--- src/sv/cmfe_pkg.sv ---
// ----------------------------------------------------------------------------
// cmfe_pkg
// Shared types and constants for the color model fill and byte encoder.
// ----------------------------------------------------------------------------
`timescale 1ns / 1ps
`default_nettype none

package cmfe_pkg;

  localparam int unsigned CH_W     = 17;
  localparam int unsigned BYTE_W   = 8;
  localparam logic [CH_W-1:0] ONE_Q16 = 17'd65536;

  // Pipeline latencies of the lanes.
  localparam int unsigned DIV_LAT  = 17;
  localparam int unsigned GRAY_LAT = 8;

  // Output model codes.
  localparam logic [1:0] MODEL_RGB   = 2'd0;
  localparam logic [1:0] MODEL_CMYK  = 2'd1;
  localparam logic [1:0] MODEL_GRAY  = 2'd2;
  localparam logic [1:0] MODEL_SPARE = 2'd3;

  // Valid model mask bits.
  localparam int unsigned MASK_RGB  = 0;
  localparam int unsigned MASK_CMYK = 1;
  localparam int unsigned MASK_GRAY = 2;

  typedef struct packed {
    logic [2:0]      valid_models;
    logic [CH_W-1:0] red;
    logic [CH_W-1:0] green;
    logic [CH_W-1:0] blue;
    logic [CH_W-1:0] cyan;
    logic [CH_W-1:0] magenta;
    logic [CH_W-1:0] yellow;
    logic [CH_W-1:0] black;
    logic [CH_W-1:0] gray;
  } cmfe_item_t;

  typedef struct packed {
    logic [CH_W-1:0]   channel_value;
    logic [BYTE_W-1:0] channel_byte;
    logic              last_channel;
  } cmfe_result_t;

  // One color's worth of results, first channel in slot 0.
  typedef struct packed {
    logic [2:0]                  count;
    logic [3:0][CH_W-1:0]        value;
    logic [3:0][BYTE_W-1:0]      bytes;
  } cmfe_burst_t;

endpackage

`default_nettype wire

--- src/sv/cmfe_emit.sv ---
// ----------------------------------------------------------------------------
// cmfe_emit
// Output register: hold one color's channels, hand out one a cycle on ready.
// ----------------------------------------------------------------------------
`timescale 1ns / 1ps
`default_nettype none

module cmfe_emit
  import cmfe_pkg::*;
(
  input  wire logic         clk,
  input  wire logic         rst,
  input  wire logic         load,
  input  wire cmfe_burst_t  burst,
  output logic              can_load,
  output logic              result_valid,
  input  wire logic         result_ready,
  output cmfe_result_t      result
);

  logic [2:0]             count;
  logic [3:0][CH_W-1:0]   value;
  logic [3:0][BYTE_W-1:0] bytes;

  assign result_valid = (count != 3'd0);
  assign can_load     = !result_valid || (result_ready && count == 3'd1);

  assign result.channel_value = value[0];
  assign result.channel_byte  = bytes[0];
  assign result.last_channel  = (count == 3'd1);

  always_ff @(posedge clk) begin
    if (rst) begin
      count <= 3'd0;
    end else if (load && can_load) begin
      count <= burst.count;
    end else if (result_valid && result_ready) begin
      count <= count - 3'd1;
    end
  end

  always_ff @(posedge clk) begin
    if (load && can_load) begin
      value <= burst.value;
      bytes <= burst.bytes;
    end else if (result_valid && result_ready) begin
      for (int i = 0; i < 3; i++) begin
        value[i] <= value[i+1];
        bytes[i] <= bytes[i+1];
      end
    end
  end

endmodule

`default_nettype wire

--- config.mk ---
export PLATFORM = sky130hd
export DESIGN_NAME = cmfe_emit
export DESIGN_NICKNAME = d
export VERILOG_FILES = /design/src/sv/cmfe_pkg.sv /design/src/sv/cmfe_emit.sv
export SDC_FILE = /design/constraint.sdc
export NUM_CORES = 1
export LEC_CHECK = 0
export ABC_AREA = 1
export BUFFER_PORTS_ARGS = -buffer_cell sky130_fd_sc_hd__buf_2
export CAP_MARGIN = 20
export CORE_UTILIZATION = 45
export DETAILED_ROUTE_END_ITERATION = 10
export PLACE_DENSITY = 0.71
export SETUP_SLACK_MARGIN = 0.3
export SLEW_MARGIN = 20
export SYNTH_ARGS = -nofsm -noshare
export SYNTH_HDL_FRONTEND = slang
export SYNTH_SLANG_ARGS = --single-unit
--- constraint.sdc ---
create_clock -name clk -period 6.94 [get_ports clk]
set_input_delay 1.041 -clock clk [delete_from_list [all_inputs] [get_ports clk]]
set_output_delay 1.041 -clock clk [all_outputs]
set_load 0.02 [all_outputs]
---- After elaboration in Yosys (flattened, before gate mapping) ----
Index checks and enable logic that the tools add are counted.
Widths: inputs -> output; s select.
storage, ports and cells
  output and inout port bits .............. 28
  logic and storage cells ................. 24
  register bits ........................... 103
operators by class
  add/sub/neg operators ................... 1
  equal/unequal tests ..................... 1
  reduce and logical (&&, ||, !) cells .... 7
  muxes and demuxes ....................... 6
operator list
  operator             number
  $mux 51              2
  $mux 24              2
  $mux 3               2
  $eq 3x1->1 const B   1
  $logic_and 1x1->1    3
  $reduce_bool 3->1    1
  $sub 3x1->3 const B  1
  $reduce_bool 2->1    1
  $logic_not 1->1      1
  $logic_or 1x1->1     1

---- Logic depth before layout (Yosys ltp) ----
Gate-level depths: netlist of the first run.
  word-level depth ........................ 5
  depth in mapped cells ................... 10
  depth with buffers taken out ............ 9

---- Worst setup path before layout of the first run ----
No wires, ideal clock.
  path type ............................... input to register
  from .................................... input load
  to ...................................... register count[0]
  stages .................................. 5
  required time ........................... 6.882 ns
  setup slack ............................. 1.728 ns
  library setup time ...................... 0.058 ns
  arrival ................................. 5.154 ns
  path through ............................ inv_1 o21ai_1 or2_2 nand3_1 inv_1
between the ends
  longest elaborated chain between the ends .. 2
  elaborated cells between the ends (all ways) .. 3
  those cells by class .................... 1 x mux; 2 x reduce/logical
ends and longest elaborated chain
  element                                      RTL line         text
  start: declaration                           cmfe_emit.sv:13  input wire logic load,
  $logic_and 1x1->1 (*)                        cmfe_emit.sv:35  end else if (load && can_load) begin
  $mux 3 or $reduce_bool 2->1 (tied branches)  -
  end signal: assignment                       cmfe_emit.sv:36  count <= burst.count;
  end signal: assignment                       cmfe_emit.sv:38  count <= count - 3'd1;
  end: declaration                             cmfe_emit.sv:21  logic [2:0] count;
Mark *: on every way between the ends. The rest lies on a longest branch, timed or not.
A chain may end at the register's enable or synchronous reset.

---- Worst setup path in the final report of the first run ----
  from .................................... input result_ready
  to ...................................... output can_load
between the ends
  longest elaborated chain between the ends .. 2
ends and longest elaborated chain
  element             RTL line         text
  start: declaration  cmfe_emit.sv:17  input wire logic result_ready,
  $logic_and 1x1->1   cmfe_emit.sv:26  assign can_load = !result_valid || (result_ready && count == 3'd1);
  $logic_or 1x1->1    cmfe_emit.sv:26
  end: declaration    cmfe_emit.sv:15  output logic can_load,
No other way between the ends.

==> results of run 1 <==
==> critical path, delay by kind of cell <==
| kind | cells | cell delay [ns] |
|---|---|---|
| simple gates | 2 | 0.30 |
| buf+inv | 2 | 0.27 |
==> layout by cell type (no fill, tap or decap) <==
master    Yosys  final
clkinv_2      0      2
inv_1         7      7
nand2_2       3      3
o21ai_4       0      1
edfxtp_1    100    100
buf_2         9    134
dfxtp_1       3      3
xnor2_1       1      1
clkbuf_8      0      9
nand3_1       6      6
or2_2         2      2
buf_4        30      3
clkinv_4      0      2
inv_6         0      3
a21oi_1       1      1
ha_1          3      3
nor2_1        4      4
nand2_1     230    230
inv_2         1      1
o21ai_0       1      1
a21oi_4       0      1
==> how the worst min path moves through the flow <==
| stage | from | end | slack (ns) | cells past startpoint |
|---|---|---|---|---|
| after global placement | value[66]$_DFFE_PP_ | value[49]$_DFFE_PP_ | 0.50 | 2 |
| after global routing | value[51]$_DFFE_PP_ | value[34]$_DFFE_PP_ | 0.55 | 2 |
| after floorplan | count[1]$_SDFFE_PP0P_ | count[1]$_SDFFE_PP0P_ | 0.49 | 2 |
| after CTS | bytes[8]$_DFFE_PP_ | result[1]$_DFFE_PP_ | 0.52 | 2 |
| after detailed placement | value[34]$_DFFE_PP_ | value[17]$_DFFE_PP_ | 0.50 | 2 |
| final | bytes[8]$_DFFE_PP_ | result[1]$_DFFE_PP_ | 0.51 | 2 |
==> flip-flops by register name, indices dropped and copies added, names as in the netlist <==
register / flops
value: 51
result: 25
bytes: 24
count: 3
==> synth_stat cells, drive strengths merged <==
cell,count,area share
buf,41,0.067
nand3,6,0.0068
edfxtp,100,0.68
nor2,4,0.0034
nand2,233,0.20
ha,3,0.0085
a21oi,2,0.0031
xnor2,1,0.0020
inv,8,0.0068
or2,2,0.0028
dfxtp,3,0.014
o21ai,2,0.0023
==> routing by layer <==
metal  vias up  GRT usage  share of wire
li1       1499          -              -
met5         -          0              0
met1      1299     0.1995           0.45
met2        93     0.2540           0.47
met4         0    0.09365          0.036
met3        22    0.03329          0.049
==> power by group <==
group / switching [mW] / total, mW / internal, mW
combinational: 0.638 / 0.901 / 0.263
sequential: 0.0732 / 1.22 / 1.14
clock: 0.211 / 0.346 / 0.135
==> through the flow <==
stage	cells	hold slack, ns
3_5_place_dp	630	0.5038
2_1_floorplan	405	0.4940
6_report	646	0.5117
5_1_grt	646	0.5500
3_3_place_gp	630	0.5011
4_1_cts	646	0.5218
==> cells by family after synthesis <==
kind of cell / count (synthesis) / synth area share
and+or+nand+nor: 245 / 0.2138
DFF: 103 / 0.6968
buffers and inverters: 49 / 0.07344
AOI/OAI and AO/OA: 4 / 0.005406
adders and majority gates: 3 / 0.008541
xor gates and xnor gates: 1 / 0.001993
==> final cells by class <==
type                    count  area (sq um)
repair buffers            137         693.2
clock inverters             7         53.80
well taps                 129         161.4
inverters                   8         30.03
clock buffers               9         123.9
flip-flops and latches    103          3063
fillers                   837          4218
multi-input cells         253          1028
==> metrics, run 1 <==
Final Hold Viols=0; Final ANT Viol Nets=0; clk slew on worst S/H paths=around 0.11 ns; HP Class=reg -> reg; full die area=slightly above 10000 sq um; clk_lat worst skew=between 0.3 and 0.4 ns; critical path's most frequent cell=buf_2; Final Max Tran Viols=0; Initial DRT Pass Iterations=4; syn_nets=515; capturing point of the worst reg2reg path=value[17]$_DFFE_PP_; Total GRT Usage=0.1585; reg2reg start=count[1]$_SDFFE_PP0P_; critical path peak fanout=4; CTS tree=done; post-DP HPWL=5100 um; NumNets Final=between 600 and 700; postcts setup bufs=0; CTS resizes=0; share of cells above drive strength 1=0.3114; total power=approximately 2.5 mW; critical path's slowest cell=buf_2; CP Launch Type=input port; P&R area growth vs syn=17.25%; CTS H-tree lvls=3; width of the die=100.8 um; CTS Hold Bufs=0; Sink Count=a little over 100; number of port buffers=about 130; VDD IR-drop max=0.3166 mV; CTS Buf Count=9; Cell variety after synth=18; crit path to=can_load; Avg Inst Size Synth=about 11 sq um; pre-CTS setup slack=about 4.1 ns; r2r setup slk=4.69 ns; drt drc=0; Synth Cell Area=about 4400 sq um; final instance area=slightly above 5000 sq um; Pleak=2.397 nW; Final period util=0.3822; fin util=0.5499; final WL=7694 um; sequential share of the synthesized area=0.6968; first-pass GRT wire length=between 10000 and 15000 um; Die Y=slightly above 100 um; num ports=135; initial antenna violation count=0; Max-cap violations=0; Achievable Freq=roughly 0.38 GHz; R2R cell count=7; GR Overflow Total=0; via count=slightly below 3000; worst setup margin=4.288 ns; Clock Tree Buf Depth=2; initial DRC count=~140; core footprint=9371 sq um; Synth Register Bits=between 100 and 150; largest net degree at the start of global routing=91; Arrival @ worst endpoint=roughly 1.6 ns; RSZ-0062 raised after global routing=no; worst relative slew slack=0.3390; crit end category=output port; Initial Utilization=0.4690; final setup TNS=0 ns; Syn. warnings=0; pwr/cell area=478.2 nW/um^2; min Tclk post-route=2.652 ns; Worst-Margin Slew=~1 ns; worst setup path start=result_ready; WL per Instance=11.91 um; Worst Path Class, Setup=in -> out; vias per cell=4.509; status=complete, no violations; GPL Wtd Cong=roughly 0.75; placed inst area=4976 sq um; CP max stage delay=between 0.15 and 0.2 ns; skew final=0.01537 ns; Rows=35; critical path, cell by cell=buf_2, nand3_1, nand2_2, buf_2; Post-Synthesis Cells=between 400 and 500; Worst Path Required=between 5 and 6 ns; vias in the first global route=between 2000 and 3000; setup violators final=0; Antenna Cells=0; root buf cell=clkbuf_8
Note: power is estimated with default switching activity, not from simulation.
==> run 2, diff against run 1 <==
clock period = 2.6 ns   (was 6.94 ns; I/O delays follow)
==> run 2 against run 1 <==
Against the previous run: global-route usage fell by 0.069 points; combinational power rose to 2.8 times the previous value; count of clock-buffer cells in the layout stayed put; hold slack worse by 0.31 ns; power rose to 2.7 times the previous value; largest power group unchanged; critical endpoint is now result[18]$_DFFE_PP_.
==> metrics, run 2 (synthesis gave the netlist of run 1 again) <==
width of the die=100.8 um (unchanged); Antenna Cells=0 (unchanged); Arrival @ worst endpoint=2.11 ns (+0.50 ns); capturing point of the worst reg2reg path=result[18]$_DFFE_PP_; CTS H-tree lvls=3 (unchanged); CTS Buf Count=9 (unchanged); clk_lat worst skew=0.35 ns (about the same); clock power share=0.141 (about the same); CTS tree=done; reg2reg start=count[0]$_SDFFE_PP0P_; DR WL met3=390 um (+4.3%); Total GRT Usage=0.1578 (-0.0006868); Worst Path Required=2.64 ns (-3.26 ns); worst relative slew slack=0.3943 (+0.05528); HP Class=in -> reg; Psw=2.486 mW (+170%); largest net degree at the start of global routing=84 (-7.7%); status=complete, no violations; critical path peak fanout=51 (+47); Worst Path Class, Setup=reg -> reg; most frequent cells in the layout=nand2_1 (230), buf_2 (134), edfxtp_1 (100); Max-cap violations=0 (unchanged); num ports=135 (unchanged); skew final=0.01157 ns (-0.003800 ns); Final ANT Viol Nets=0 (unchanged); core footprint=9371 sq um (unchanged); min Tclk post-route=2.066 ns; final hold slack=0.1999 ns (-0.3118 ns); Final Max Tran Viols=0 (unchanged); Rows=35 (unchanged); post-DP HPWL=5410 um (+6.1%); cell depth of the worst hold path=1 (-1); Final Hold Viols=0 (unchanged); CTS Hold Bufs=0 (unchanged); Flop pwr share=0.484 (-0.010); fin cells=647 (+0.15%); drt drc=0 (unchanged); P&R area growth vs syn=19.02%; R2R cell count=5 (-2); NumNets Final=623 (+0.16%); number of port buffers=134 (unchanged); first-pass GRT wire length=12270 um (+0.29%); final setup TNS=0 ns (unchanged); full die area=10170 sq um (unchanged); Initial DRT Pass Iterations=4 (unchanged); via count=2856 (-2.0%); hold_sp=burst[98]; root buf cell=clkbuf_8; clk slew on worst S/H paths=0.11 ns (about the same); CP Launch Type=register; Die Y=100.8 um (unchanged); Final period util=0.7946; Achievable Freq=approximately 0.48 GHz; Worst Hold End=value[66]$_DFFE_PP_; Largest Register=value; initial DRC count=95 (-32%); met1 WL=3315 um (-3.3%); vias per cell=4.414 (-2.1%); Initial Utilization=0.4690 (unchanged); pwr/cell area=1280 nW/um^2 (+170%); crit end category=register; pre-CTS setup slack=0.4607 ns (-3.644 ns); r2r setup slk=0.53 ns (-4.16 ns); power share of the combinational group=0.376 (+0.011); VDD IR-drop max=0.5737 mV (+81%); setup violators final=0 (unchanged); most common cell after layout, fill and taps aside=nand2_1; share of cells above drive strength 1=0.3205 (+0.009051); GPL Wtd Cong=0.8216 (+9.8%); Sink Count=103 (unchanged); worst setup margin=0.5339 ns (-3.754 ns); vias in the first global route=2729 (+0.55%); placed cell count=631 (+0.16%); Top Layer Used=met4; Worst-Margin Slew=0.9051 ns (-0.08635 ns); WL per Instance=11.78 um (-1.1%); GR Overflow Total=0 (unchanged); internal cell power=4.208 mW (+170%); initial antenna violation count=0 (unchanged); Sw Share=0.3714 (-0.002863); final WL=7621 um (-0.95%); RSZ-0062 raised after global routing=no; WL met2=3801 um (+5.3%); Pleak=2.419 nW (+0.93%); Clock Tree Buf Depth=2 (unchanged); max reg flops=51 (unchanged)
## run 2: changes by cell type in the layout (fill, tap and decap cells not counted), moves of 2 or more
cell	change
inv_2	+2
inv_1	-2
buf_4	-2
buf_12	+2
## run 2: cell type report
class / count / area [sq um]
timing repair buffer: 138 / 729.5
clock inverter: 7 / 67.56
inverter: 8 / 30.03
fill: 868 / 4140
multi-input combinational: 253 / 1055
sequential: 103 / 3064
clock buffer: 9 / 123.9
tap: 129 / 161.4
## run 2: per-stage QoR
stage	total power, mW	utilization	instance area, sq um
5_1_grt	7.191	0.5582	5231
3_3_place_gp	5.749	0.5374	5036
2_1_floorplan	5.412	-	4434
6_report	6.694	0.5582	5231
4_1_cts	6.764	0.5578	5228
3_5_place_dp	5.832	0.5374	5036
## run 2: metal layers
layer / vias to the layer above / global-route usage
li1: 1504 / -
met1: 1264 / 0.1978
met2: 78 / 0.2624
met3: 10 / 0.03883
met4: 0 / 0.06689
met5: - / 0
## run 2: worst max-delay path by stage
| stage | endpoint | depth (start not counted) | from |
|---|---|---|---|
| floorplan | count[0]$_SDFFE_PP0P_ | 7 | count[1]$_SDFFE_PP0P_ |
| global placement | value[48]$_DFFE_PP_ | 5 | count[1]$_SDFFE_PP0P_ |
| detailed placement | result[14]$_DFFE_PP_ | 8 | count[1]$_SDFFE_PP0P_ |
| CTS | result[14]$_DFFE_PP_ | 8 | count[1]$_SDFFE_PP0P_ |
| global route | value[25]$_DFFE_PP_ | 5 | count[0]$_SDFFE_PP0P_ |
| finish | result[18]$_DFFE_PP_ | 5 | count[0]$_SDFFE_PP0P_ |
## run 2: power groups by stage
stage          combinational [mW]  clock (mW)  sequential (mW)
2_1_floorplan                2.16           0             3.26
3_3_place_gp                 2.47           0             3.28
3_5_place_dp                 2.54           0             3.29
4_1_cts                      2.54       0.971             3.25
5_1_grt                      2.84        1.03             3.32
6_report                     2.51       0.942             3.24
## run 2: worst max-delay path, cell delays in order, from the launching register on
cell and delay, ns:
dfxtp_2 0.34, inv_2 0.08, ha_4 0.16, nand2_8 0.07, o21ai_4 0.72, buf_12 0.35
## run 2: timing repair
action	CTS	global route
setup endpoints to repair	0	1
setup buffers	0	0
resized for setup	0	1
