--- src/sv/cmfe_pkg.sv ---
// ----------------------------------------------------------------------------
// cmfe_pkg
// Shared types and constants for the color model fill and byte encoder.
// ----------------------------------------------------------------------------
`timescale 1ns / 1ps
`default_nettype none

package cmfe_pkg;

  localparam int unsigned CH_W     = 17;
  localparam int unsigned BYTE_W   = 8;
  localparam logic [CH_W-1:0] ONE_Q16 = 17'd65536;

  // Pipeline latencies of the lanes.
  localparam int unsigned DIV_LAT  = 17;
  localparam int unsigned GRAY_LAT = 8;

  // Output model codes.
  localparam logic [1:0] MODEL_RGB   = 2'd0;
  localparam logic [1:0] MODEL_CMYK  = 2'd1;
  localparam logic [1:0] MODEL_GRAY  = 2'd2;
  localparam logic [1:0] MODEL_SPARE = 2'd3;

  // Valid model mask bits.
  localparam int unsigned MASK_RGB  = 0;
  localparam int unsigned MASK_CMYK = 1;
  localparam int unsigned MASK_GRAY = 2;

  typedef struct packed {
    logic [2:0]      valid_models;
    logic [CH_W-1:0] red;
    logic [CH_W-1:0] green;
    logic [CH_W-1:0] blue;
    logic [CH_W-1:0] cyan;
    logic [CH_W-1:0] magenta;
    logic [CH_W-1:0] yellow;
    logic [CH_W-1:0] black;
    logic [CH_W-1:0] gray;
  } cmfe_item_t;

  typedef struct packed {
    logic [CH_W-1:0]   channel_value;
    logic [BYTE_W-1:0] channel_byte;
    logic              last_channel;
  } cmfe_result_t;

  // One color's worth of results, first channel in slot 0.
  typedef struct packed {
    logic [2:0]                  count;
    logic [3:0][CH_W-1:0]        value;
    logic [3:0][BYTE_W-1:0]      bytes;
  } cmfe_burst_t;

endpackage

`default_nettype wire

--- src/sv/cmfe_div_lane.sv ---
// ----------------------------------------------------------------------------
// cmfe_div_lane
// Pipelined restoring divider: q = (a << 16) / d for a <= d, one bit a stage.
// ----------------------------------------------------------------------------
`timescale 1ns / 1ps
`default_nettype none

module cmfe_div_lane
  import cmfe_pkg::*;
(
  input  wire logic            clk,
  input  wire logic            en,
  input  wire logic [CH_W-1:0] a,
  input  wire logic [CH_W-1:0] d,
  output logic      [CH_W-1:0] q
);

  logic [CH_W-1:0] rem   [1:DIV_LAT];
  logic [CH_W-1:0] quo   [1:DIV_LAT];
  logic [CH_W-1:0] dvs   [1:DIV_LAT];
  logic [CH_W:0]   shl   [2:DIV_LAT];
  logic            ge    [2:DIV_LAT];
  logic            top_bit;

  assign top_bit = (a >= d);

  always_comb begin
    for (int j = 2; j <= DIV_LAT; j++) begin
      shl[j] = {rem[j-1], 1'b0};
      ge[j]  = (shl[j] >= {1'b0, dvs[j-1]});
    end
  end

  always_ff @(posedge clk) begin
    if (en) begin
      rem[1] <= top_bit ? (a - d) : a;
      quo[1] <= {{(CH_W-1){1'b0}}, top_bit};
      dvs[1] <= d;
      for (int j = 2; j <= DIV_LAT; j++) begin
        rem[j] <= ge[j] ? CH_W'(shl[j] - {1'b0, dvs[j-1]}) : shl[j][CH_W-1:0];
        quo[j] <= {quo[j-1][CH_W-2:0], ge[j]};
        dvs[j] <= dvs[j-1];
      end
    end
  end

  assign q = quo[DIV_LAT];

endmodule

`default_nettype wire

--- config.mk ---
export PLATFORM = sky130hd
export DESIGN_NAME = cmfe_div_lane
export DESIGN_NICKNAME = d
export VERILOG_FILES = /design/src/sv/cmfe_pkg.sv /design/src/sv/cmfe_div_lane.sv
export SDC_FILE = /design/constraint.sdc
export NUM_CORES = 1
export LEC_CHECK = 0
export BUFFER_PORTS_ARGS = -buffer_cell sky130_fd_sc_hd__buf_2
export CORE_MARGIN = 2
export CORE_UTILIZATION = 55
export CTS_CLUSTER_DIAMETER = 50
export DETAILED_ROUTE_END_ITERATION = 12
export HOLD_SLACK_MARGIN = 0.02
export PLACE_DENSITY = 0.68
export RECOVER_POWER = 25
export SLEW_MARGIN = 20
export SYNTH_ARGS = -nofsm -noshare
export SYNTH_HDL_FRONTEND = slang
export SYNTH_SLANG_ARGS = --single-unit
--- constraint.sdc ---
create_clock -name clk -period 3.6 [get_ports clk]
set_input_delay 0.72 -clock clk [delete_from_list [all_inputs] [get_ports clk]]
set_output_delay 0.72 -clock clk [all_outputs]
set_load 0.005 [all_outputs]
### Word-level counts from Yosys, hierarchy flattened

Memory sizes are Yosys's and may differ from the RTL's.
Cells that the tools add are included.

| operators by class | value |
|---|---|
| add/sub/neg operators | 17 |
| multiplexer cells | 19 |
| $lt $le $gt $ge | 17 |

Operator list:

| cell | count |
|---|---|
| 2-to-1 mux 17 bit | 17 |
| subtractor 17 bit | 17 |
| greater-or-equal comparator 18 x 17 -> 1 bit | 16 |
| greater-or-equal comparator 17 bit | 1 |
| 2-to-1 mux 1 bit | 2 |

| storage, ports and cells | value |
|---|---|
| memories kept | 3 |
| register bits after elaboration | 0 |
| output and inout port bits | 17 |
| bits in writable memories | 867 |
| bits of input ports | 36 |

Memory list:

| memory | depth | width | read ports | clocked after Yosys merged registers in | wr ports | RTL line | RTL |
|---|---|---|---|---|---|---|---|
| dvs | 17 | 17 | 16 | 0 | 17 | cmfe_div_lane.sv:20 | `logic [CH_W-1:0] dvs [1:DIV_LAT];` |
| quo | 17 | 17 | 17 | 0 | 17 | cmfe_div_lane.sv:19 | `logic [CH_W-1:0] quo [1:DIV_LAT];` |
| rem | 17 | 17 | 16 | 0 | 17 | cmfe_div_lane.sv:18 | `logic [CH_W-1:0] rem [1:DIV_LAT];` |

### Depth between registers and ports, before layout

Gate-level depths: netlist of the first run.
An unclocked memory read counts as a cell.

| depth | value |
|---|---|
| word-level depth | 3 |
| depth in mapped cells | 13 |

### Worst setup path before layout of the first run

OpenSTA, ideal clock, no wires.

| timing | value |
|---|---|
| kind | input to register |
| start point | input port d[8] |
| end point | register, netlist name rem[0][27] |
| arrival | 2.809 ns |
| setup slack | 0.522 ns |
| setup time | 0.269 ns |
| cell stages on the path | 11 |
| required time | 3.331 ns |
| buffers on the path | 2 |
| cell sequence | inv_1 > ha_1 > clkbuf_1 > a21o_1 > a311oi_1 > o21ai_0 > o31ai_1 > a21oi_1 > o22ai_1 > clkbuf_1 > o21ai_0 |

RTL lines:

| item | RTL line | RTL |
|---|---|---|
| start, declared | cmfe_div_lane.sv:14 | `input wire logic [CH_W-1:0] d,` |

==> reports/metrics.csv, run 1 <==
stage,metric,value,unit
critical_path,Slowest cell on crit path,a41oi_2,
logic_synthesis,register area share after synthesis,55.3,%
global_route,initial antenna violation count,0,
place,Placed Instance Area,39500,sq um
power_and_ir_drop,Clock power frac,23.4,%
critical_path,critical path class,register to register,
clock_network,clk buf depth,3,
clock_network,CTS HTree Levels,3,
timing,hold slack,284,ps
place,Setup WS pre-CTS,205,ps
logic_synthesis,Post-Synthesis Net Count,3501,
timing,fmax,303,MHz
timing,final setup violating endpoints,0,
logic_synthesis,post-synthesis cell area,37800,sq um
timing,Period minus WS final,3300,ps
global_route,GR peak layer,met2,
logic_synthesis,Ys Warns,0,
timing,Final Max Slew Viols,0,
layout,layout net count,3636,
clock_network,CTS buffer count,86,
logic_synthesis,post-synthesis register bit count,697,
status,status,completed,
timing,Slew @ Worst Pin,930,ps
power_and_ir_drop,P_int,0.0243,W
global_route,M2 GR Usage,36.0,%
timing,Final TNS setup,0,ps
logic_synthesis,synth unique cells,77,
logic_synthesis,asr flop ratio synth,0,%
logic_synthesis,Synth Area in Adders,10.4,%
detailed_routing,DRT iter0 DRCs,1928,
critical_path,worst-path cell chain,ha_1 -> nor2b_1 -> o31ai_1 -> a21oi_1 -> o31ai_2 -> o31a_1 -> o21ai_1 -> a41oi_2 -> buf_12 -> mux2_2,
detailed_routing,drt drc,0,
power_and_ir_drop,Worst VDD drop,0.423,mV
critical_path,Setup crit end kind,register,
detailed_routing,drt wl/cell,18.1,um
die,DIE HEIGHT,266,um
layout,fin util,62.1,%
die,die width,266,um
logic_synthesis,mux cell area share after synthesis,4.81,%
global_route,global-route wire length before repair,124000,um
global_route,global-route met3 utilization,2.91,%
clock_network,Root Buffer,clkbuf_16,
power_and_ir_drop,Logic pwr share,41.4,%
detailed_routing,Final ANT Viol Nets,0,
die,Core Region,68300,sq um
place,port buffer count,52,
logic_synthesis,Synth Area in XOR/XNOR,4.47,%
global_route,vias in the first global route,24149,
layout,Final Cell Area,42400,sq um
layout,Ant. Diodes,0,
logic_synthesis,largest family of logic cells by synthesized area,compound AO/OA/AOI/OAI gates,
critical_path,Critical Path RT,3960,ps
global_route,met1 usage,30.0,%
timing,Slew HR,38.0,%
logic_synthesis,syn_area_per_cell,12.0,sq um
detailed_routing,Vias,24185,
logic_synthesis,Synth Area in Simple Gates,8.09,%
timing,Tcrit/Tclk final,91.5,%
flow_run,# Max-Cap Violations,0,
place,gpl congestion,0.902,
power_and_ir_drop,P_sw,0.0127,W
min_path,worst hold path type,input pin to register,
place,HPWL Detailed,56800,um
clock_network,worst skew pair latency,630,ps
critical_path,Max stage delay on crit path,420,ps
clock_network,CTS tree,done,
timing,RSZ-0062 raised after global routing,false,
layout,area delta synth->final,12.2,%
critical_path,Worst Path Max Fanout,14,
detailed_routing,first-pass detailed-route iteration total,6,
power_and_ir_drop,Leakage Power,17.2,nW
global_route,GRT Total Usage,21.8,%
die,row count,96,
timing,Max Clock Skew,27.8,ps
timing,Final Hold Vio Count,0,
power_and_ir_drop,Pwr Density,873,nW/um^2
critical_path,Arrival @ worst endpoint,3660,ps
timing,final worst setup slack,304,ps
global_route,largest net degree at the start of global routing,86,
die,die area,70900,sq um
logic_synthesis,Post-synth EDFFs,697,
detailed_routing,final WL,76800,um
logic_synthesis,dominant synthesized flop cell,edfxtp_1,
global_route,global route overflow,0,
detailed_routing,vias per inst,5.69,
logic_synthesis,fraction of the mapped netlist area in compound gates,12.8,%
power_and_ir_drop,Switching Fraction,34.3,%
die,Initial Util,55.3,%
clock_network,Num Clock Sinks,697,
logic_synthesis,synthesized instance count,3161,
die,I/O pins,53,
layout,layout cells sized above 1,12.1,%
clock_network,cts-stage hold buffer count,0,
critical_path,CP Launch Type,register,
power_and_ir_drop,sequential fraction of design power,35.2,%
clock_network,clock slew seen by the registers of the worst setup and hold paths,60,ps
==> path summary, 6_finish.rpt <==
kind                                             end  depth (start not counted)  slack, ps                 start
worst max register to register  rem[0][36]$_DFFE_PP_                         10        300  rem[0][18]$_DFFE_PP_
worst min-delay path            dvs[0][28]$_DFFE_PP_                          1        280                 d[11]
worst min register to register  quo[10][2]$_DFFE_PP_                          0        410   quo[9][1]$_DFFE_PP_
worst max-delay path            rem[0][36]$_DFFE_PP_                         10        300  rem[0][18]$_DFFE_PP_
==> layout make-up <==
type / instances / area (sq um)
Tap cell: 882 / 1100
Fill cell: 5335 / 25900
Inverter: 357 / 1340
Clock buffer: 96 / 2250
Timing Repair Buffer: 94 / 785
Sequential cell: 697 / 20900
Multi-Input combinational cell: 2060 / 15400
Clock inverter: 62 / 632
==> synthesized netlist by cell type (4+ instances only) <==
cell type | count | share of area, %
edfxtp_1 | 697 | 55
o31a_1 | 24 | 0.56
and4_1 | 9 | 0.21
a31o_2 | 5 | 0.12
o21bai_1 | 13 | 0.26
or4_1 | 4 | 0.079
o2111ai_1 | 5 | 0.12
a21boi_0 | 7 | 0.14
a311oi_1 | 5 | 0.12
mux2_2 | 143 | 4.3
o211a_1 | 4 | 0.11
buf_2 | 5 | 0.066
nor2_1 | 192 | 1.9
or3_1 | 10 | 0.17
mux2_4 | 6 | 0.24
o21ai_0 | 188 | 2.5
nand2_1 | 161 | 1.6
o41ai_1 | 7 | 0.16
nand3b_1 | 4 | 0.079
or2_2 | 7 | 0.12
mux2i_1 | 12 | 0.32
nand2b_1 | 37 | 0.61
a211oi_1 | 25 | 0.50
a31oi_1 | 31 | 0.51
o211ai_1 | 12 | 0.24
a21oi_1 | 220 | 2.9
xor2_1 | 77 | 1.8
nor4_1 | 9 | 0.15
ha_1 | 288 | 9.5
o21a_1 | 65 | 1.3
nor2b_1 | 45 | 0.74
nand4_1 | 25 | 0.41
a211o_1 | 6 | 0.14
and3_1 | 11 | 0.18
clkbuf_1 | 37 | 0.37
a21o_1 | 77 | 1.5
fa_1 | 16 | 0.85
o31ai_1 | 32 | 0.64
inv_1 | 357 | 3.5
and2_1 | 14 | 0.23
xnor2_1 | 116 | 2.7
nor3_1 | 45 | 0.60
nand3_1 | 54 | 0.71
nor3b_1 | 4 | 0.079
==> placed cells by master, fill, tap and decap left out, types with 30 or more instances in the layout <==
cell	n
nand2b_1	37
nor3_1	45
o21a_1	65
a21o_1	77
ha_1	288
a21oi_1	220
nand3_1	54
edfxtp_1	697
clkbuf_16	89
xor2_1	77
xnor2_1	116
nor2b_1	45
o31ai_1	30
o21ai_0	188
mux2_2	143
nand2_1	161
buf_2	44
inv_1	357
nor2_1	192
==> kinds of logic after synthesis <==
logic type / count (synthesis)
AO/OA/AOI/OAI: 764
buffers and inverters: 404
flip-flops: 697
adder cells (fa/ha/maj): 304
XOR/XNOR: 193
AND/OR/NAND/NOR: 638
multiplexers: 161
==> through the flow <==
step,cells,total power (W)
3_5_place_dp,4090,0.0283
2_1_floorplan,3161,0.0245
5_1_grt,4248,0.0395
3_3_place_gp,4089,0.0278
4_1_cts,4248,0.0372
6_report,4248,0.0370
==> routing by layer <==
layer  wire length (um)  share of wire, %
met5                  0                 0
met4               1990               2.6
met3               3210               4.2
met2              36600                48
met1              35000                46
==> worst max-delay path: cells and delay by family (launching register included) <==
family,cells,cell delay [ps]
muxes,1,330
DFF,1,400
buffers and inverters,1,200
AOI/OAI and AO/OA,6,1550
and+or+nand+nor,1,170
adders and majority gates,1,360
==> registers in the layout, indices dropped and copies added (netlist names) <==
signal  count
dvs       272
quo       153
rem       272
==> power groups by stage <==
| stage | Sequential [W] | Combinational (W) | Clock, W |
|---|---|---|---|
| 4_1_cts | 0.0131 | 0.0153 | 0.00888 |
| 6_report | 0.0130 | 0.0153 | 0.00866 |
| 2_1_floorplan | 0.0126 | 0.0119 | 0 |
| 3_3_place_gp | 0.0132 | 0.0147 | 0 |
| 3_5_place_dp | 0.0132 | 0.0151 | 0 |
| 5_1_grt | 0.0132 | 0.0171 | 0.00920 |
==> what timing repair did <==
item	CTS	global route
buffers inserted	0	0
setup endpoints to repair	0	13
resized for setup	0	2
(Power assumes the default switching activity.)
==> run 2: changes to the inputs <==
--- a/config.mk
+++ b/config.mk
@@ -8,6 +8,7 @@
 export BUFFER_PORTS_ARGS = -buffer_cell sky130_fd_sc_hd__buf_2
 export CORE_MARGIN = 2
 export CORE_UTILIZATION = 55
+export CTS_BUF_LIST = sky130_fd_sc_hd__clkbuf_2 sky130_fd_sc_hd__clkbuf_4 sky130_fd_sc_hd__clkbuf_8
 export CTS_CLUSTER_DIAMETER = 50
 export DETAILED_ROUTE_END_ITERATION = 12
 export HOLD_SLACK_MARGIN = 0.02
==> reports/metrics.csv, run 2 (synthesis gave the netlist of run 1 again) <==
stage,metric,value,unit
status,status,completed,
detailed_routing,drt drc,0,
clock_network,Num Clock Sinks,697,
clock_network,CTS tree,done,
critical_path,CP Launch Type,register,
power_and_ir_drop,Logic pwr share,43.2,%
critical_path,Critical Path RT,4050,ps
detailed_routing,DRT iter0 DRCs,1860,
critical_path,"most used cell, CP",o31ai_1,
global_route,vias in the first global route,24389,
detailed_routing,vias per inst,5.63,
power_and_ir_drop,Leakage Power,17.0,nW
flow_run,# Max-Cap Violations,0,
detailed_routing,drt wl/cell,17.9,um
clock_network,clock slew seen by the registers of the worst setup and hold paths,60,ps
layout,layout net count,3671,
power_and_ir_drop,Clock power frac,20.1,%
detailed_routing,first-pass detailed-route iteration total,6,
timing,final setup violating endpoints,0,
detailed_routing,Vias,24268,
layout,layout cells sized above 1,13.2,%
die,row count,96,
timing,Final Hold Vio Count,0,
critical_path,critical path class,register to register,
layout,most frequent cells in the layout,"edfxtp_1, inv_1, ha_1",
timing,Final Max Slew Viols,0,
clock_network,Root Buffer,clkbuf_8,
min_path,worst hold path type,input pin to register,
clock_network,CTS HTree Levels,3,
timing,Tcrit/Tclk final,92.7,%
timing,Slew HR,38.0,%
critical_path,Slowest cell on crit path,o31ai_1,
critical_path,Worst Path Max Fanout,14,
critical_path,Max stage delay on crit path,400,ps
power_and_ir_drop,P_sw,0.0125,W
clock_network,clk buf depth,3,
power_and_ir_drop,sequential fraction of design power,36.7,%
detailed_routing,final WL,77000,um
power_and_ir_drop,Worst VDD drop,0.405,mV
critical_path,Worst path top cell family by delay,compound AO/OA/AOI/OAI gates,
critical_path,Arrival @ worst endpoint,3790,ps
power_and_ir_drop,Pwr Density,846,nW/um^2
global_route,largest net degree at the start of global routing,86,
global_route,initial antenna violation count,2,
timing,fmax,300,MHz
clock_network,cts-stage hold buffer count,0,
place,port buffer count,52,
power_and_ir_drop,Switching Fraction,35.1,%
timing,Slew @ Worst Pin,930,ps
global_route,GRT Total Usage,21.8,%
die,die area,70900,sq um
timing,Final TNS setup,0,ps
place,gpl congestion,0.902,
layout,Top Registers,"dvs (272), rem (272), quo (153)",
die,I/O pins,53,
critical_path,worst-path cell chain,inv_1 -> ha_1 -> nor2b_1 -> o31ai_1 -> a21oi_1 -> o31ai_1 -> o31a_1 -> o21ai_1 -> a41oi_2 -> buf_12 -> mux2_2,
timing,RSZ-0062 raised after global routing,false,
timing,Period minus WS final,3340,ps
layout,"non-filler cells, final",4313,
clock_network,CTS buffer count,118,
critical_path,WP buf/inv,2,
global_route,global route overflow,0,
die,Core Region,68300,sq um
clock_network,worst skew pair latency,720,ps
layout,"most common cell after layout, fill and taps aside",edfxtp_1,
die,die width,266,um
place,HPWL Detailed,56800,um
layout,area delta synth->final,10.9,%
detailed_routing,Final ANT Viol Nets,0,
power_and_ir_drop,P_int,0.0230,W
die,DIE HEIGHT,266,um
global_route,global-route wire length before repair,124000,um
timing,Max Clock Skew,31.6,ps
place,placed cell count,4090,
critical_path,Setup crit end kind,register,
die,Initial Util,55.3,%
[run 2: layer usage]
layer  vias up  wire length [um]  GRT usage, %
met5         -                 0             0
met4         0              1900          6.74
met3       146              3240          3.60
met2       524             36400          35.8
met1     11592             35500          30.0
li1      12006                 -             -
[run 2: cell type report]
class | instances | area, sq um
repair buffers | 97 | 807
clock buffers | 149 | 1870
diodes | 2 | 5.00
well taps | 882 | 1100
inverters | 357 | 1340
clock inverters | 69 | 519
multi-input cells | 2060 | 15400
fillers | 5407 | 26400
flip-flops and latches | 697 | 20900
[run 2: final timing paths]
kind                     endpoint  cells past startpoint  slack (ps)                 start
min          dvs[0][23]$_DFFE_PP_                      1         190                  d[6]
max          rem[0][46]$_DFFE_PP_                     11         260  dvs[0][19]$_DFFE_PP_
max reg2reg  rem[0][46]$_DFFE_PP_                     11         260  dvs[0][19]$_DFFE_PP_
min reg2reg  quo[10][2]$_DFFE_PP_                      0         410   quo[9][1]$_DFFE_PP_
[run 2: power groups by stage]
stage	clock network (W)	registers, W	logic, W
4_1_cts	0.00740	0.0131	0.0153
6_report	0.00715	0.0130	0.0153
3_3_place_gp	0	0.0132	0.0147
3_5_place_dp	0	0.0132	0.0151
2_1_floorplan	0	0.0126	0.0119
5_1_grt	0.00774	0.0132	0.0171
[run 2: through the flow]
step / hold slack [ps] / worst slack [ps] / utilization (%) / instance area, sq um / power, W
after floorplan: 400 / 522 / - / 37800 / 0.0245
after global placement: 400 / 150 / 57.8 / 39500 / 0.0278
after detailed placement: 405 / 205 / 57.9 / 39500 / 0.0283
after CTS: 109 / 205 / 61.4 / 41900 / 0.0357
after global routing: 129 / 56.8 / 61.4 / 42000 / 0.0381
final: 188 / 264 / 61.4 / 42000 / 0.0355
[run 2: what timing repair did]
item	CTS	global route
endpoints found under the setup margin	0	14
resized for setup	0	1
setup buffers	0	3
==> run 3: changes to the inputs <==
--- a/config.mk
+++ b/config.mk
@@ -5,6 +5,7 @@
 export SDC_FILE = /design/constraint.sdc
 export NUM_CORES = 1
 export LEC_CHECK = 0
+export ABC_AREA = 1
 export BUFFER_PORTS_ARGS = -buffer_cell sky130_fd_sc_hd__buf_2
 export CORE_MARGIN = 2
 export CORE_UTILIZATION = 55
==> reports/metrics.csv, run 3 <==
stage,metric,value,unit
status,status,completed,
power_and_ir_drop,Pwr Total,0.0374,W
timing,Max Clock Skew,37.5,ps
logic_synthesis,synth unique cells,38,
detailed_routing,final WL,103000,um
die,row count,102,
power_and_ir_drop,Switching Fraction,42.2,%
detailed_routing,vias per inst,4.98,
logic_synthesis,Post-synth top cells,"nand2_1, inv_1, edfxtp_1",
layout,"most common cell after layout, fill and taps aside",nand2_1,
clock_network,clk buf depth,3,
detailed_routing,DRT iter0 DRCs,2229,
logic_synthesis,register area share after synthesis,48.6,%
global_route,vias in the first global route,30997,
power_and_ir_drop,Pwr Density,796,nW/um^2
place,Setup WS pre-CTS,939,ps
logic_synthesis,Ys Warns,0,
timing,Slew HR,53.9,%
critical_path,Critical R2R Launch,dvs[0][171]$_DFFE_PP_,
critical_path,Worst Path Max Fanout,19,
power_and_ir_drop,P_int,0.0216,W
power_and_ir_drop,Logic pwr share,44.8,%
global_route,initial antenna violation count,1,
logic_synthesis,syn_area_per_cell,8.18,sq um
power_and_ir_drop,Leakage Power,24.1,nW
critical_path,Critical Path RT,4090,ps
critical_path,Arrival @ worst endpoint,2900,ps
detailed_routing,first-pass detailed-route iteration total,5,
die,DIE HEIGHT,284,um
clock_network,clock slew seen by the registers of the worst setup and hold paths,70,ps
timing,Slew @ Worst Pin,691,ps
critical_path,critical path class,register to register,
timing,fmax,414,MHz
die,Initial Util,55.6,%
detailed_routing,drt wl/cell,15.8,um
clock_network,CTS buffer count,121,
die,Core Region,77500,sq um
min_path,startpoint of the worst hold path,d[2],
critical_path,Setup crit end kind,register,
critical_path,R2R setup slack,1180,ps
global_route,GRT Total Usage,25.7,%
layout,Top Registers,"dvs (272), rem (272), quo (153)",
timing,RSZ-0062 raised after global routing,false,
global_route,global-route wire length before repair,163000,um
timing,Final Max Slew Viols,0,
logic_synthesis,top post-synthesis cells by area,"edfxtp_1, nand2_1, inv_1",
global_route,largest net degree at the start of global routing,120,
clock_network,Post-CTS Setup Repair Bufs,0,
flow_run,# Max-Cap Violations,0,
min_path,Hold EP,dvs[0][19]$_DFFE_PP_,
die,I/O pins,53,
clock_network,worst skew pair latency,760,ps
timing,final worst setup slack,1180,ps
logic_synthesis,post-synthesis cell area,43100,sq um
critical_path,CP Launch Type,register,
place,gpl congestion,0.914,
layout,layout net count,5759,
logic_synthesis,Post-Synthesis Net Count,5605,
clock_network,Root Buffer,clkbuf_8,
logic_synthesis,Post-synth EDFFs,697,
layout,area delta synth->final,9.19,%
clock_network,post_cts resized,0,
clock_network,CTS tree,done,
timing,final setup violating endpoints,0,
logic_synthesis,synthesized instance count,5265,
layout,most frequent cells in the layout,"nand2_1, inv_1, edfxtp_1",
power_and_ir_drop,sequential fraction of design power,35.1,%
layout,# fillers,6915,
logic_synthesis,most common cell in the synthesized netlist,nand2_1,
clock_network,Num Clock Sinks,697,
critical_path,Reg-to-Reg End,rem[0][201]$_DFFE_PP_,
power_and_ir_drop,Clock power frac,20.1,%
logic_synthesis,post-synth top area cell,edfxtp_1,
power_and_ir_drop,P_sw,0.0158,W
power_and_ir_drop,Worst VDD drop,0.592,mV
layout,layout cells sized above 1,6.45,%
detailed_routing,Vias,32680,
critical_path,worst reg2reg path depth,12,
place,port buffer count,52,
die,die area,80500,sq um
timing,Final TNS setup,0,ps
min_path,worst hold path type,input pin to register,
detailed_routing,Final ANT Viol Nets,0,
timing,Final Hold Vio Count,0,
min_path,worst hold path cell count,1,
clock_network,cts-stage hold buffer count,0,
timing,Period minus WS final,2420,ps
logic_synthesis,asr flop ratio synth,0,%
logic_synthesis,dominant synthesized flop cell,edfxtp_1,
timing,Tcrit/Tclk final,67.1,%
place,HPWL Detailed,79200,um
global_route,global route overflow,0,
die,die width,284,um
clock_network,CTS HTree Levels,3,
logic_synthesis,post-synthesis register bit count,697,
logic_synthesis,post-synth top area share,48.6,%
detailed_routing,drt drc,0,
-- run 3: cell count changes after synthesis, moves of 87 or more --
cell	change
xnor2_1	-87
mux2_2	-143
nand3_1	+230
nand2_1	+1952
o21ai_0	-173
inv_1	+668
-- run 3: critical path: stages (launching register included) --
cell and delay, ps:
edfxtp_1 430, inv_1 70, ha_1 300, ha_1 140, inv_1 40, nor2_1 230
nand2_1 80, nor3_1 180, nor2_1 90, nand2_4 230, inv_4 150, nand2_1 130
nand2_1 70
-- run 3: routing by layer --
metal  vias to the layer above  share of wire [%]  GRT usage [%]
met5                         -                  0              0
met1                     14894                 43           32.8
met4                         0                2.9           8.40
met2                       706                 50           45.6
met3                       168                3.9           2.75
li1                      16912                  -              -
-- run 3: area by class of cell --
cell class / count / area [sq um] / area share (%)
clock buffers: 146 / 1860 / 3.96
repair buffers: 66 / 450 / 0.958
multi-input cells: 3494 / 17900 / 38.0
well taps: 1040 / 1300 / 2.77
inverters: 1039 / 3920 / 8.33
flip-flops and latches: 697 / 20900 / 44.5
diodes: 2 / 5.00 / 0.0106
clock inverters: 79 / 678 / 1.44
-- run 3: logic make-up (layout without fill, tap and decap cells) --
| group | Yosys count | after routing | share of synthesized area, % |
|---|---|---|---|
| AOI/OAI and AO/OA | 173 | 173 | 2.04 |
| xor gates and xnor gates | 99 | 99 | 2.01 |
| adders and majority gates | 304 | 304 | 9.11 |
| buffers and inverters | 1074 | 1330 | 9.89 |
| DFF | 697 | 697 | 48.6 |
| other | 0 | 2 | 0 |
| and+or+nand+nor | 2918 | 2918 | 28.3 |
-- run 3: power groups by stage --
stage                     combinational (W)  clock, W  sequential, W
final                                0.0168   0.00752         0.0131
after global routing                 0.0193   0.00803         0.0133
after CTS                            0.0168   0.00769         0.0131
after detailed placement             0.0167         0         0.0132
after global placement               0.0165         0         0.0133
after floorplan                      0.0131         0         0.0125
-- run 3: metrics by stage --
stage | cell area [sq um] | cells | utilization, % | hold slack, ps
3_5_place_dp | 44500 | 6336 | 57.4 | 405
3_3_place_gp | 44500 | 6336 | 57.4 | 401
2_1_floorplan | 43100 | 5265 | - | 400
5_1_grt | 47000 | 6563 | 60.7 | 98.2
4_1_cts | 47000 | 6561 | 60.7 | 78.9
6_report | 47000 | 6563 | 60.7 | 140
-- run 3: worst max-delay path by stage --
stage | start | depth (start not counted) | endpoint
after floorplan | d[12] | 13 | rem[0][22]$_DFFE_PP_
after global placement | a[12] | 12 | rem[0][33]$_DFFE_PP_
after detailed placement | a[11] | 12 | rem[0][32]$_DFFE_PP_
after CTS | dvs[0][22]$_DFFE_PP_ | 11 | rem[0][50]$_DFFE_PP_
after global routing | rem[0][228]$_DFFE_PP_ | 10 | rem[0][251]$_DFFE_PP_
final | dvs[0][171]$_DFFE_PP_ | 12 | rem[0][201]$_DFFE_PP_
